[config.mk]
export PLATFORM = sky130hd
export DESIGN_NAME = lims_cell
export DESIGN_NICKNAME = d
export VERILOG_FILES = /design/src/hdl/lims_pkg.sv /design/src/hdl/lims_cell.sv
export SDC_FILE = /design/constraint.sdc
export NUM_CORES = 2
export LEC_CHECK = 0
export BUFFER_PORTS_ARGS = -buffer_cell sky130_fd_sc_hd__buf_4
export CAP_MARGIN = 20
export CORE_ASPECT_RATIO = 1.75
export CORE_MARGIN = 5
export CORE_UTILIZATION = 58
export CTS_BUF_LIST = sky130_fd_sc_hd__clkbuf_8
export DETAILED_ROUTE_END_ITERATION = 6
export GPL_TIMING_DRIVEN = 0
export PLACE_DENSITY_LB_ADDON = 0.05
export SETUP_SLACK_MARGIN = 0.2
export SYNTH_ARGS = -nofsm -noshare
export SYNTH_HDL_FRONTEND = slang
export SYNTH_SLANG_ARGS = --single-unit
[constraint.sdc]
create_clock -name clk -period 7.6 [get_ports clk]
set_input_delay 1.14 -clock clk [delete_from_list [all_inputs] [get_ports clk]]
set_output_delay 1.14 -clock clk [all_outputs]
set_load 0.01 [all_outputs]
[src/hdl/lims_pkg.sv]
// Package: shared types, codes and constants of the score unit
`default_nettype none
package lims_pkg;

  localparam int ELEM_W    = 16;
  localparam int SCORE_W   = 19;
  localparam int WEIGHT_W  = 17;
  localparam int RANK_W    = 7;
  localparam int SCORE_MAX = 131072;
  localparam int WEIGHT_ONE = 65536;

  localparam logic [1:0] ACT_QUERY_GLOBAL = 2'd0;
  localparam logic [1:0] ACT_QUERY_TOKEN  = 2'd1;
  localparam logic [1:0] ACT_ENTRY_GLOBAL = 2'd2;
  localparam logic [1:0] ACT_ENTRY_TOKEN  = 2'd3;

  localparam logic REG_LATE_WEIGHT = 1'b0;
  localparam logic REG_RANK_IN_USE = 1'b1;

  // Control that travels with each beat along the chain
  typedef struct packed {
    logic valid;
    logic firstk;
    logic lastk;
    logic lasti;
    logic kill;
    logic pend_v;
    logic best_v;
  } beat_ctl_t;

  typedef enum logic [2:0] {
    S_IDLE, S_GLOBAL, S_FEED, S_DRAIN, S_POST, S_WAIT, S_OUT
  } seq_state_t;

  typedef enum logic [2:0] {
    P_IDLE, P_DIV, P_LOAD, P_MUL, P_SUM, P_SAT, P_DONE
  } post_state_t;

endpackage
`default_nettype wire

[src/hdl/lims_cell.sv]
// One chain cell: holds one entry token key, forms its dot product, carries the running best
`default_nettype none
module lims_cell import lims_pkg::*; #(
  parameter int RANK = 64,
  parameter int KW   = 6,
  parameter int DW   = 39
) (
  input  wire logic                     clk,
  input  wire logic                     rst,
  input  wire logic                     wr_en,
  input  wire logic [KW-1:0]            wr_addr,
  input  wire logic [ELEM_W-1:0]        wr_data,
  input  wire logic                     en,
  input  wire beat_ctl_t                ctl_in,
  input  wire logic [KW-1:0]            k_in,
  input  wire logic signed [ELEM_W-1:0] q_in,
  input  wire logic signed [DW-1:0]     pend_in,
  input  wire logic signed [DW-1:0]     best_in,
  output beat_ctl_t                     ctl_out,
  output logic [KW-1:0]                 k_out,
  output logic signed [ELEM_W-1:0]      q_out,
  output logic signed [DW-1:0]          pend_out,
  output logic signed [DW-1:0]          best_out
);

  logic [ELEM_W-1:0]        mem [RANK];
  logic signed [ELEM_W-1:0] e_rd;
  beat_ctl_t                h_ctl;
  logic [KW-1:0]            h_k;
  logic signed [ELEM_W-1:0] h_q;
  logic signed [DW-1:0]     h_pend;
  logic signed [DW-1:0]     h_best;
  logic signed [DW-1:0]     acc;
  logic signed [31:0]       prod;
  logic signed [DW-1:0]     acc_sum;
  logic                     take;

  always_ff @(posedge clk) begin
    if (wr_en) begin
      mem[wr_addr] <= wr_data;
    end
    e_rd <= mem[k_in];
  end

  always_comb begin
    prod    = h_ctl.kill ? 32'sd0 : h_q * e_rd;
    acc_sum = (h_ctl.firstk ? '0 : acc) + DW'(prod);
    take    = h_ctl.pend_v && (!h_ctl.best_v || (h_pend > h_best));
  end

  always_ff @(posedge clk) begin
    if (rst) begin
      h_ctl   <= '0;
      ctl_out <= '0;
    end else begin
      h_ctl <= ctl_in;
      ctl_out.valid  <= h_ctl.valid;
      ctl_out.firstk <= h_ctl.firstk;
      ctl_out.lastk  <= h_ctl.lastk;
      ctl_out.lasti  <= h_ctl.lasti;
      ctl_out.kill   <= h_ctl.kill;
      // fold the previous cell's dot into the best, hand ours on as pending
      ctl_out.pend_v <= en;
      ctl_out.best_v <= h_ctl.pend_v | h_ctl.best_v;
    end
  end

  always_ff @(posedge clk) begin
    h_k    <= k_in;
    h_q    <= q_in;
    h_pend <= pend_in;
    h_best <= best_in;
    if (h_ctl.valid) begin
      acc <= acc_sum;
    end
    k_out    <= h_k;
    q_out    <= h_q;
    pend_out <= acc_sum;
    best_out <= take ? h_pend : h_best;
  end

endmodule
`default_nettype wire

==> flow_metrics.env <==
export IMPL_core_area_um2=101000
export IMPL_die_x_um=250
export IMPL_cts_sinks=1293
export IMPL_yosysUniqueCellTypes=60
export IMPL_synthXorXnorAreaFrac_pct=0.957
export IMPL_via_per_inst=5.93
export IMPL_period_needed_ps=7800
export IMPL_grtUsageTotal_pct=28.6
export IMPL_fin_nets=4563
export IMPL_crit_buf_inv=8
export IMPL_pre_cts_ws_ps=-1560
export IMPL_syn_nets=3985
export IMPL_h_tree_depth=4
export IMPL_clkTransAtPathRegs_ps=70
export IMPL_slew_violations=0
export IMPL_cp_start_kind="register"
export IMPL_yosys_area_top_type="edfxtp_1"
export IMPL_drt_pass1_iter_count=6
export IMPL_synth_edf_count=1063
export IMPL_hold_viol_final=0
export IMPL_vias=32500
export IMPL_synth_adder_area_share_pct=12.4
export IMPL_io_buffers=234
export IMPL_synthMuxAreaShare_pct=13.8
export IMPL_io_pins=240
export IMPL_hold_path_class="register to register"
export IMPL_holdWs_ps=322
export IMPL_worstMarginPinSlew_ps=1120
export IMPL_overflow=0
export IMPL_violations="negative setup slack"
export IMPL_crit_arrival_ps=8420
export IMPL_crit_type="register to register"
export IMPL_relSlewSlack_pct=25.7
export IMPL_syn_to_final_growth_pct=17.7
export IMPL_crit_path_end_kind="register"
export IMPL_postPlaceCellArea_um2=63000
export IMPL_setup_viol=10
export IMPL_finalClockSkew_ps=33.9
export IMPL_antenna_found_initial=7
export IMPL_clockRootBuffer="clkbuf_8"
export IMPL_drc_errors=0
export IMPL_syn_area_per_cell_um2=17.1
export IMPL_rsz0062_at_grt="true"
export IMPL_syn_inst=3430
export IMPL_yosysMostFrequentCell="edfxtp_1"
export IMPL_cts_hold_buf=0
export IMPL_numCtsBuffers=178
export IMPL_dieArea_um2=108000
export IMPL_clock_latency_ps=880
export IMPL_worstPathMaxFanout=7
export IMPL_finalCritPeriodShare_pct=103
export IMPL_timing_critical_path_mode_cell="fa_1"
export IMPL_syn_area_um2=58600
export IMPL_synth_area_top_cells="edfxtp_1 55%, mux4_2 13%, fa_1 9.0%"
export IMPL_crit_family="adder cells"
export IMPL_finalWeightedCongestion=0.910
export IMPL_required_ps=8220
export IMPL_cts_tree="built"
export IMPL_wl_mm=154
export IMPL_layout_drive_gt1_share_pct=31.6
export IMPL_finalInstanceArea_um2=68900
export IMPL_row_count=154
export IMPL_yosys_area_share_simple_pct=5.17
export IMPL_first_iter_violations=2405
export IMPL_synth_async_reset_ratio_pct=0
export IMPL_synth_compound_area_share_pct=2.31
export IMPL_max_clock_path_buffers=3
export IMPL_yosys_area_top_type_share_pct=54.5
export IMPL_synth_warnings=0
export IMPL_routedWlPerCell_um=28.1
export IMPL_slowest_stage="fa_1"
export IMPL_synth_top_cells_by_count="1063 x edfxtp_1, 337 x inv_1, 336 x mux4_2, 263 x fa_1, 230 x dfxtp_1"
export IMPL_drv_cap=0
export IMPL_status="finished, violations left"
export IMPL_cp_slowest_stage_delay_ps=580
export IMPL_die_h_um=430
export IMPL_max_freq_mhz=128
export IMPL_ys_flop_type="edfxtp_1"
export IMPL_place_detailed_hpwl_mm=109
export IMPL_totalNegativeSetupSlack_ps=-1080
export IMPL_first_global_vias=34900
export IMPL_layout_setup_ws_ps=-199
export IMPL_postRouteAntennaNets=0
export IMPL_ys_seq_area_share_pct=62.4
export IMPL_synth_top_family_by_area="multiplexers"
export IMPL_grt_max_degree=65
export IMPL_grt_pass1_wl_mm=225
export IMPL_ys_seq_elements=1293
export IMPL_start_util_pct=58.2
[flip-flops by register name (all words and copies together), names as in the netlist]
name	cells
mem	1024
acc	39
best_out	39
h_best	39
h_pend	39
pend_out	39
e_rd	16
h_q	16
q_out	16
ctl_out	7
h_ctl	7
h_k	6
k_out	6
[worst register-to-register path, delay by kind of cell (launching register included)]
| kind | cells | cell delay [ps] |
|---|---|---|
| flip-flops | 1 | 390 |
| XOR/XNOR | 1 | 100 |
| adder cells (fa/ha/maj) | 8 | 3450 |
| AND/OR/NAND/NOR | 2 | 550 |
| AO/OA/AOI/OAI | 10 | 1740 |
| buffers and inverters | 8 | 990 |
| multiplexers | 1 | 340 |
[path summary, 6_finish.rpt]
| path | startpoint | end | slack, ps | cells past startpoint |
|---|---|---|---|---|
| setup reg to reg | h_q[5] | acc[38] | -200 | 30 |
| setup / recovery | h_q[5] | acc[38] | -200 | 30 |
| hold / removal | h_k[0] | k_out[0] | 320 | 0 |
| hold reg to reg | h_k[0] | k_out[0] | 320 | 0 |
[area by class of cell]
type / count / area (um^2)
Clock inverter: 122 / 656
Clock buffer: 196 / 2700
Fill cell: 6810 / 31700
Tap cell: 1326 / 1660
Sequential cell: 1293 / 36600
Buffer: 130 / 980
Timing Repair Buffer: 398 / 3540
Multi-Input combinational cell: 1670 / 21500
Inverter: 337 / 1270
Antenna cell: 6 / 15.0
[layout by cell type, fill, tap and decap left out, drive strengths merged, types with 4 or more instances in the layout]
cell / n
dfxtp: 230
nand4: 14
mux4: 336
a211o: 7
edfxtp: 1063
and3: 17
o21ai: 37
nor2b: 69
nand2b: 21
fa: 263
or3: 9
clkinv: 55
nor4: 6
o21bai: 7
a31oi: 6
nand3: 18
buf: 433
diode: 6
o311ai: 6
a21o: 40
xor2: 23
a211oi: 11
a21oi: 55
nor2: 136
nand2: 150
xnor2: 41
nor3: 20
clkbuf: 291
ha: 159
inv: 398
o21a: 8
and2: 125
nor3b: 4
o31ai: 5
or2: 4
o211ai: 4
mux2: 41
[repair_timing]
action,4_1_cts,5_1_grt
gates resized for setup,280,108
setup endpoints to repair,49,33
pin swaps,99,81
buffers inserted,71,38
gates cloned,1,0
[metal layers]
| layer | GRT usage, % | vias to the layer above | part of all wire, % |
|---|---|---|---|
| met5 | 0 | - | 0.015 |
| met4 | 15.8 | 2 | 7.0 |
| met3 | 4.54 | 392 | 5.0 |
| met2 | 52.6 | 1240 | 55 |
| met1 | 31.5 | 17000 | 33 |
| li1 | - | 13900 | - |
[through the flow]
stage          instances  util, %
6_report            5478     68.5
4_1_cts             5428     67.7
3_3_place_gp        4990     61.7
2_1_floorplan       3430        -
3_5_place_dp        5038     62.6
5_1_grt             5477     68.5
[cell families (layout without fill, tap and decap cells)]
family,after synthesis,count (layout)
AND/OR/NAND/NOR,602,602
multiplexers,377,377
other,0,6
adder cells (fa/ha/maj),422,422
buffers and inverters,467,1183
AO/OA/AOI/OAI,205,205
flip-flops,1293,1293
XOR/XNOR,64,64
Power is not shown: default switching activity piles up to over one toggle a cycle in this logic, so the estimate is an artifact.
