`src/hdl/lims_pkg.sv`:
```
// Package: shared types, codes and constants of the score unit
`default_nettype none
package lims_pkg;

  localparam int ELEM_W    = 16;
  localparam int SCORE_W   = 19;
  localparam int WEIGHT_W  = 17;
  localparam int RANK_W    = 7;
  localparam int SCORE_MAX = 131072;
  localparam int WEIGHT_ONE = 65536;

  localparam logic [1:0] ACT_QUERY_GLOBAL = 2'd0;
  localparam logic [1:0] ACT_QUERY_TOKEN  = 2'd1;
  localparam logic [1:0] ACT_ENTRY_GLOBAL = 2'd2;
  localparam logic [1:0] ACT_ENTRY_TOKEN  = 2'd3;

  localparam logic REG_LATE_WEIGHT = 1'b0;
  localparam logic REG_RANK_IN_USE = 1'b1;

  // Control that travels with each beat along the chain
  typedef struct packed {
    logic valid;
    logic firstk;
    logic lastk;
    logic lasti;
    logic kill;
    logic pend_v;
    logic best_v;
  } beat_ctl_t;

  typedef enum logic [2:0] {
    S_IDLE, S_GLOBAL, S_FEED, S_DRAIN, S_POST, S_WAIT, S_OUT
  } seq_state_t;

  typedef enum logic [2:0] {
    P_IDLE, P_DIV, P_LOAD, P_MUL, P_SUM, P_SAT, P_DONE
  } post_state_t;

endpackage
`default_nettype wire

```
`src/hdl/lims_post.sv`:
```
// Post unit: late sum divided by query count, weighted, global term added, saturated
`default_nettype none
module lims_post import lims_pkg::*; #(
  parameter int LW = 45,
  parameter int QW = 6,
  parameter int DW = 39
) (
  input  wire logic                     clk,
  input  wire logic                     rst,
  input  wire logic                     start,
  input  wire logic signed [LW-1:0]     late,
  input  wire logic [QW-1:0]            divisor,
  input  wire logic [WEIGHT_W-1:0]      weight,
  input  wire logic signed [DW-1:0]     gdot,
  output logic                          done,
  output logic signed [SCORE_W-1:0]     score
);

  localparam int PW = LW + WEIGHT_W + 1;
  localparam int CW = $clog2(LW + 1);

  post_state_t           pst, pst_next;
  logic [LW-1:0]         quo;
  logic [QW-1:0]         rem;
  logic                  neg;
  logic [CW-1:0]         cnt;
  logic signed [PW-1:0]  prod;
  logic signed [PW-1:0]  msh;
  logic [WEIGHT_W-1:0]   wsh;
  logic signed [PW-1:0]  total;
  logic [QW:0]           rem_sh;
  logic                  ge;
  logic [QW:0]           rem_new;
  logic signed [LW-1:0]  avg;
  logic signed [PW-1:0]  q16;
  logic                  div_last;
  logic                  mul_last;

  always_comb begin
    rem_sh   = {rem, quo[LW-1]};
    ge       = rem_sh >= {1'b0, divisor};
    rem_new  = ge ? (rem_sh - {1'b0, divisor}) : rem_sh;
    avg      = neg ? -$signed(quo) : $signed(quo);
    q16      = total >>> 14;
    div_last = cnt == CW'(LW - 1);
    mul_last = cnt == CW'(WEIGHT_W - 1);
  end

  always_ff @(posedge clk) begin
    if (rst) begin
      pst <= P_IDLE;
    end else begin
      pst <= pst_next;
    end
  end

  always_comb begin
    pst_next = pst;
    done     = 1'b0;
    unique case (pst)
      P_IDLE: if (start) pst_next = P_DIV;
      P_DIV:  if (div_last) pst_next = P_LOAD;
      P_LOAD: pst_next = P_MUL;
      P_MUL:  if (mul_last) pst_next = P_SUM;
      P_SUM:  pst_next = P_SAT;
      P_SAT:  pst_next = P_DONE;
      P_DONE: begin
        done     = 1'b1;
        pst_next = P_IDLE;
      end
      default: pst_next = P_IDLE;
    endcase
  end

  always_ff @(posedge clk) begin
    unique case (pst)
      P_IDLE: begin
        // truncate toward zero: divide the magnitude, restore the sign
        neg <= late[LW-1];
        quo <= late[LW-1] ? LW'(-late) : LW'(late);
        rem <= '0;
        cnt <= '0;
      end
      P_DIV: begin
        rem <= rem_new[QW-1:0];
        quo <= {quo[LW-2:0], ge};
        cnt <= cnt + CW'(1);
      end
      P_LOAD: begin
        msh  <= PW'(avg);
        prod <= '0;
        wsh  <= weight;
        cnt  <= '0;
      end
      P_MUL: begin
        if (wsh[0]) begin
          prod <= prod + msh;
        end
        msh <= msh <<< 1;
        wsh <= wsh >> 1;
        cnt <= cnt + CW'(1);
      end
      P_SUM: total <= PW'(gdot) + (prod >>> 16);
      P_SAT: begin
        if (q16 > PW'(SCORE_MAX)) begin
          score <= SCORE_W'(SCORE_MAX);
        end else if (q16 < -PW'(SCORE_MAX)) begin
          score <= -SCORE_W'(SCORE_MAX);
        end else begin
          score <= q16[SCORE_W-1:0];
        end
      end
      P_DONE: ;
      default: ;
    endcase
  end

endmodule
`default_nettype wire

```
`config.mk`:
```
export PLATFORM = sky130hd
export DESIGN_NAME = lims_post
export DESIGN_NICKNAME = d
export VERILOG_FILES = /design/src/hdl/lims_pkg.sv /design/src/hdl/lims_post.sv
export SDC_FILE = /design/constraint.sdc
export NUM_CORES = 1
export LEC_CHECK = 0
export BUFFER_PORTS_ARGS = -buffer_cell sky130_fd_sc_hd__buf_2
export CAP_MARGIN = 20
export CORE_ASPECT_RATIO = 0.6
export CORE_MARGIN = 8
export CORE_UTILIZATION = 36
export CTS_BUF_LIST = sky130_fd_sc_hd__clkbuf_8
export CTS_CLUSTER_DIAMETER = 80
export DETAILED_ROUTE_END_ITERATION = 10
export GPL_TIMING_DRIVEN = 0
export PLACE_DENSITY = 0.61
export SLEW_MARGIN = 20
export SYNTH_ARGS = -nofsm -noshare
export SYNTH_HDL_FRONTEND = slang
export SYNTH_SLANG_ARGS = --single-unit
export TNS_END_PERCENT = 30
```
`constraint.sdc`:
```
create_clock -name clk -period 5.6 [get_ports clk]
set_input_delay 0.84 -clock clk [delete_from_list [all_inputs] [get_ports clk]]
set_output_delay 0.84 -clock clk [all_outputs]
set_load 0.01 [all_outputs]
```
==> results.sh <==
export IMPL_synthCells=1823
export IMPL_htree_levels=2
export IMPL_grtUsageMet3_pct=4.85
export IMPL_gr_usage_met2_pct=23.6
export IMPL_cp_buffers_inverters=1
export IMPL_leakage_nw=7.36
export IMPL_cp_top_family="compound AO/OA/AOI/OAI gates"
export IMPL_arrival_ns=4.53
export IMPL_maxCapViolCount=0
export IMPL_holdCritPathClass="in -> reg"
export IMPL_grt_max_degree=50
export IMPL_final_cells=2674
export IMPL_worst_slew_pin_slew_ns=0.990
export IMPL_slew_violations=0
export IMPL_synthDistinctLibCells=74
export IMPL_gp_congestion=0.941
export IMPL_synthMostInstantiatedCell="edfxtp_1"
export IMPL_synth_fp_nets=2053
export IMPL_area_growth_syn_to_layout_pct=13.5
export IMPL_grt_pass1_wl_um=77300
export IMPL_p_per_area_nw_per_um2=222
export IMPL_post_cts_buffers=0
export IMPL_layout_min_cycle_time_ns=4.22
export IMPL_portBuffers=129
export IMPL_root_buffer="clkbuf_8"
export IMPL_synth_edff_count=254
export IMPL_die_h_um=187
export IMPL_route_detailed_drc=0
export IMPL_clk_path_buf_depth=3
export IMPL_post_cts_resized=0
export IMPL_ant_nets=0
export IMPL_rrSetupSlack_ns=1.38
export IMPL_synth_seq_cells=257
export IMPL_grtUsageTotal_pct=16.9
export IMPL_syn_avg_cell_area_um2=9.58
export IMPL_critPathKind="reg -> reg"
export IMPL_drive_above_1_share_pct=11.1
export IMPL_placed_area_um2=19000
export IMPL_ir_worst_vdd_mv=0.146
export IMPL_crit_chain="ha_1 -> clkbuf_1 -> nand2_1 -> nor3_1 -> nand2_1 -> o21ai_0 -> a31oi_1 -> o31ai_1 -> a21oi_1 -> xnor2_1 -> nor2_1"
export IMPL_rows=62
export IMPL_yosys_area_top_type="edfxtp_1"
export IMPL_grt_busiest_layer="met1"
export IMPL_rsz0062_at_grt="no"
export IMPL_crit_top_cell="nand2_1"
export IMPL_numCtsBuffers=43
export IMPL_fillCellCount=4693
export IMPL_numPlacedInstances=2597
export IMPL_dp_hpwl_um=38600
export IMPL_max_freq_ghz=0.237
export IMPL_ys_warn_count=0
export IMPL_hold_buffers=0
export IMPL_dr_first_iter_drc_count=1247
export IMPL_final_area_um2=19800
export IMPL_clk_latency_ns=0.59
export IMPL_dieArea_um2=56000
export IMPL_avgViaCountPerCell=5.39
export IMPL_routed_wl_um=49200
export IMPL_worst_path_max_delay_cell="o31ai_1"
export IMPL_max_slew_margin_pct=33.4
export IMPL_multiInputGateArea_um2=9340
export IMPL_worst_setup_path_start_kind="register"
export IMPL_synth_area_top_cells="edfxtp_1, ha_1, xor2_1, nand2_1, o21ai_0"
export IMPL_design_core_area_um2=47900
export IMPL_synth_top_flop_cell="edfxtp_1"
export IMPL_antenna_found_initial=2
export IMPL_grt_pass1_vias=13900
export IMPL_synth_top_area_share_pct=43.7
export IMPL_syn_cell_area_um2=17500
export IMPL_clkSlewWorstSetupHoldPaths_ns=0.07
export IMPL_fin_skew_ns=0.0228
export IMPL_clock_sinks=257
export IMPL_slowest_delay_ns=0.66
export IMPL_grt_ovfl_total=0
export IMPL_fp_dieW_um=300
export IMPL_end_kind="register"
export IMPL_num_vias=14400
export IMPL_hold_viol=0
export IMPL_num_nets_final=2232
export IMPL_first_pass_iters=5
export IMPL_run_status="complete, no violations"
export IMPL_fin_crit_sh_pct=75.4
export IMPL_crit_fanout=8
export IMPL_synth_top_cells_by_count="edfxtp_1, nand2_1, nor2_1, o21ai_0, a21oi_1"
export IMPL_ys_seq_area_share_pct=44.0
export IMPL_setup_viol=0
export IMPL_io_pin_count=130
export IMPL_wire_per_inst_um=18.4
export IMPL_num_antenna_cells=0
export IMPL_cts_tree="done"
export IMPL_ys_async_sr_fraction_pct=0
export IMPL_gr_usage_met1_pct=25.2
export IMPL_seq_area_um2=7690
export IMPL_start_util_pct=36.5
export IMPL_required_ns=5.90
-- state kept, by name (all words and copies together) (netlist names), 3 cells and up --
register / flops
msh: 63
prod: 63
quo: 45
total: 34
score: 19
wsh: 17
cnt: 6
rem: 6
pst: 3
-- worst paths after layout --
| check | cells past startpoint | end | start |
|---|---|---|---|
| max | 11 | prod[55] | prod[20] |
| min | 2 | pst[1] | rst |
| max reg2reg | 11 | prod[55] | prod[20] |
| min reg2reg | 2 | wsh[0] | wsh[1] |
-- layer usage --
| layer | wire (um) | share of wire (%) | up-vias |
|---|---|---|---|
| met2 | 19600 | 40 | 464 |
| met1 | 24500 | 50 | 6781 |
| li1 | - | - | 7109 |
| met5 | 12 | 0.024 | - |
| met4 | 844 | 1.7 | 2 |
| met3 | 4270 | 8.7 | 66 |
-- power breakdown --
group	switching (mW)	internal [mW]	total [mW]
logic	0.303	0.219	0.522
clock network	0.826	0.781	1.61
registers	0.0718	2.19	2.27
-- metrics by stage --
step	util [%]	TNS [ns]	power (mW)	hold slack, ns	setup WS, ns
2_1_floorplan	-	0	2.63	0.484	0.472
3_3_place_gp	39.5	-213.98	2.81	0.494	-1.64
3_5_place_dp	39.8	0	2.82	0.498	1.21
4_1_cts	41.4	0	4.43	0.398	1.45
5_1_grt	41.4	0	4.59	0.411	1.09
6_report	41.4	0	4.40	0.437	1.38
-- final cells by class --
type / instances / share of cell area (%)
Inverter: 39 / 0.739
Clock inverter: 33 / 0.871
Multi-Input combinational cell: 1454 / 47.1
Tap cell: 640 / 4.04
Clock buffer: 44 / 3.06
Buffer: 73 / 1.59
Sequential cell: 257 / 38.8
Timing Repair Buffer: 134 / 3.76
-- worst reg2reg max path, delay by kind of cell (launching register included) --
family | cells | cell delay [ns]
DFF | 1 | 0.46
AOI/OAI and AO/OA | 4 | 1.76
xor gates and xnor gates | 1 | 0.19
adders and majority gates | 1 | 0.31
buffers and inverters | 1 | 0.28
and+or+nand+nor | 4 | 0.95
-- cell families (layout without fill, tap and decap cells) --
family | Yosys count | after routing | synth area share (%)
xor gates and xnor gates | 176 | 176 | 8.83
AOI/OAI and AO/OA | 529 | 529 | 18.7
DFF | 257 | 257 | 44.0
muxes | 6 | 6 | 0.351
buffers and inverters | 112 | 323 | 2.62
adders and majority gates | 120 | 120 | 8.69
and+or+nand+nor | 623 | 623 | 16.8
-- layout by cell type (no fill, tap or decap), types with 20 or more instances in the layout --
master    count
o31ai_1      33
clkbuf_1     61
inv_1        49
o21ai_0     160
buf_2       130
nor2_1      158
nand3_1      24
and2_1       24
clkbuf_8     46
nor3_1       21
o21a_1       32
o21bai_1     24
nand4_1      46
xor2_1      114
a21oi_1     147
edfxtp_1    254
xnor2_1      62
ha_1        118
nand2b_1     20
nand2_1     233
a21o_1       54
Note: power is estimated with default switching activity, not from simulation.
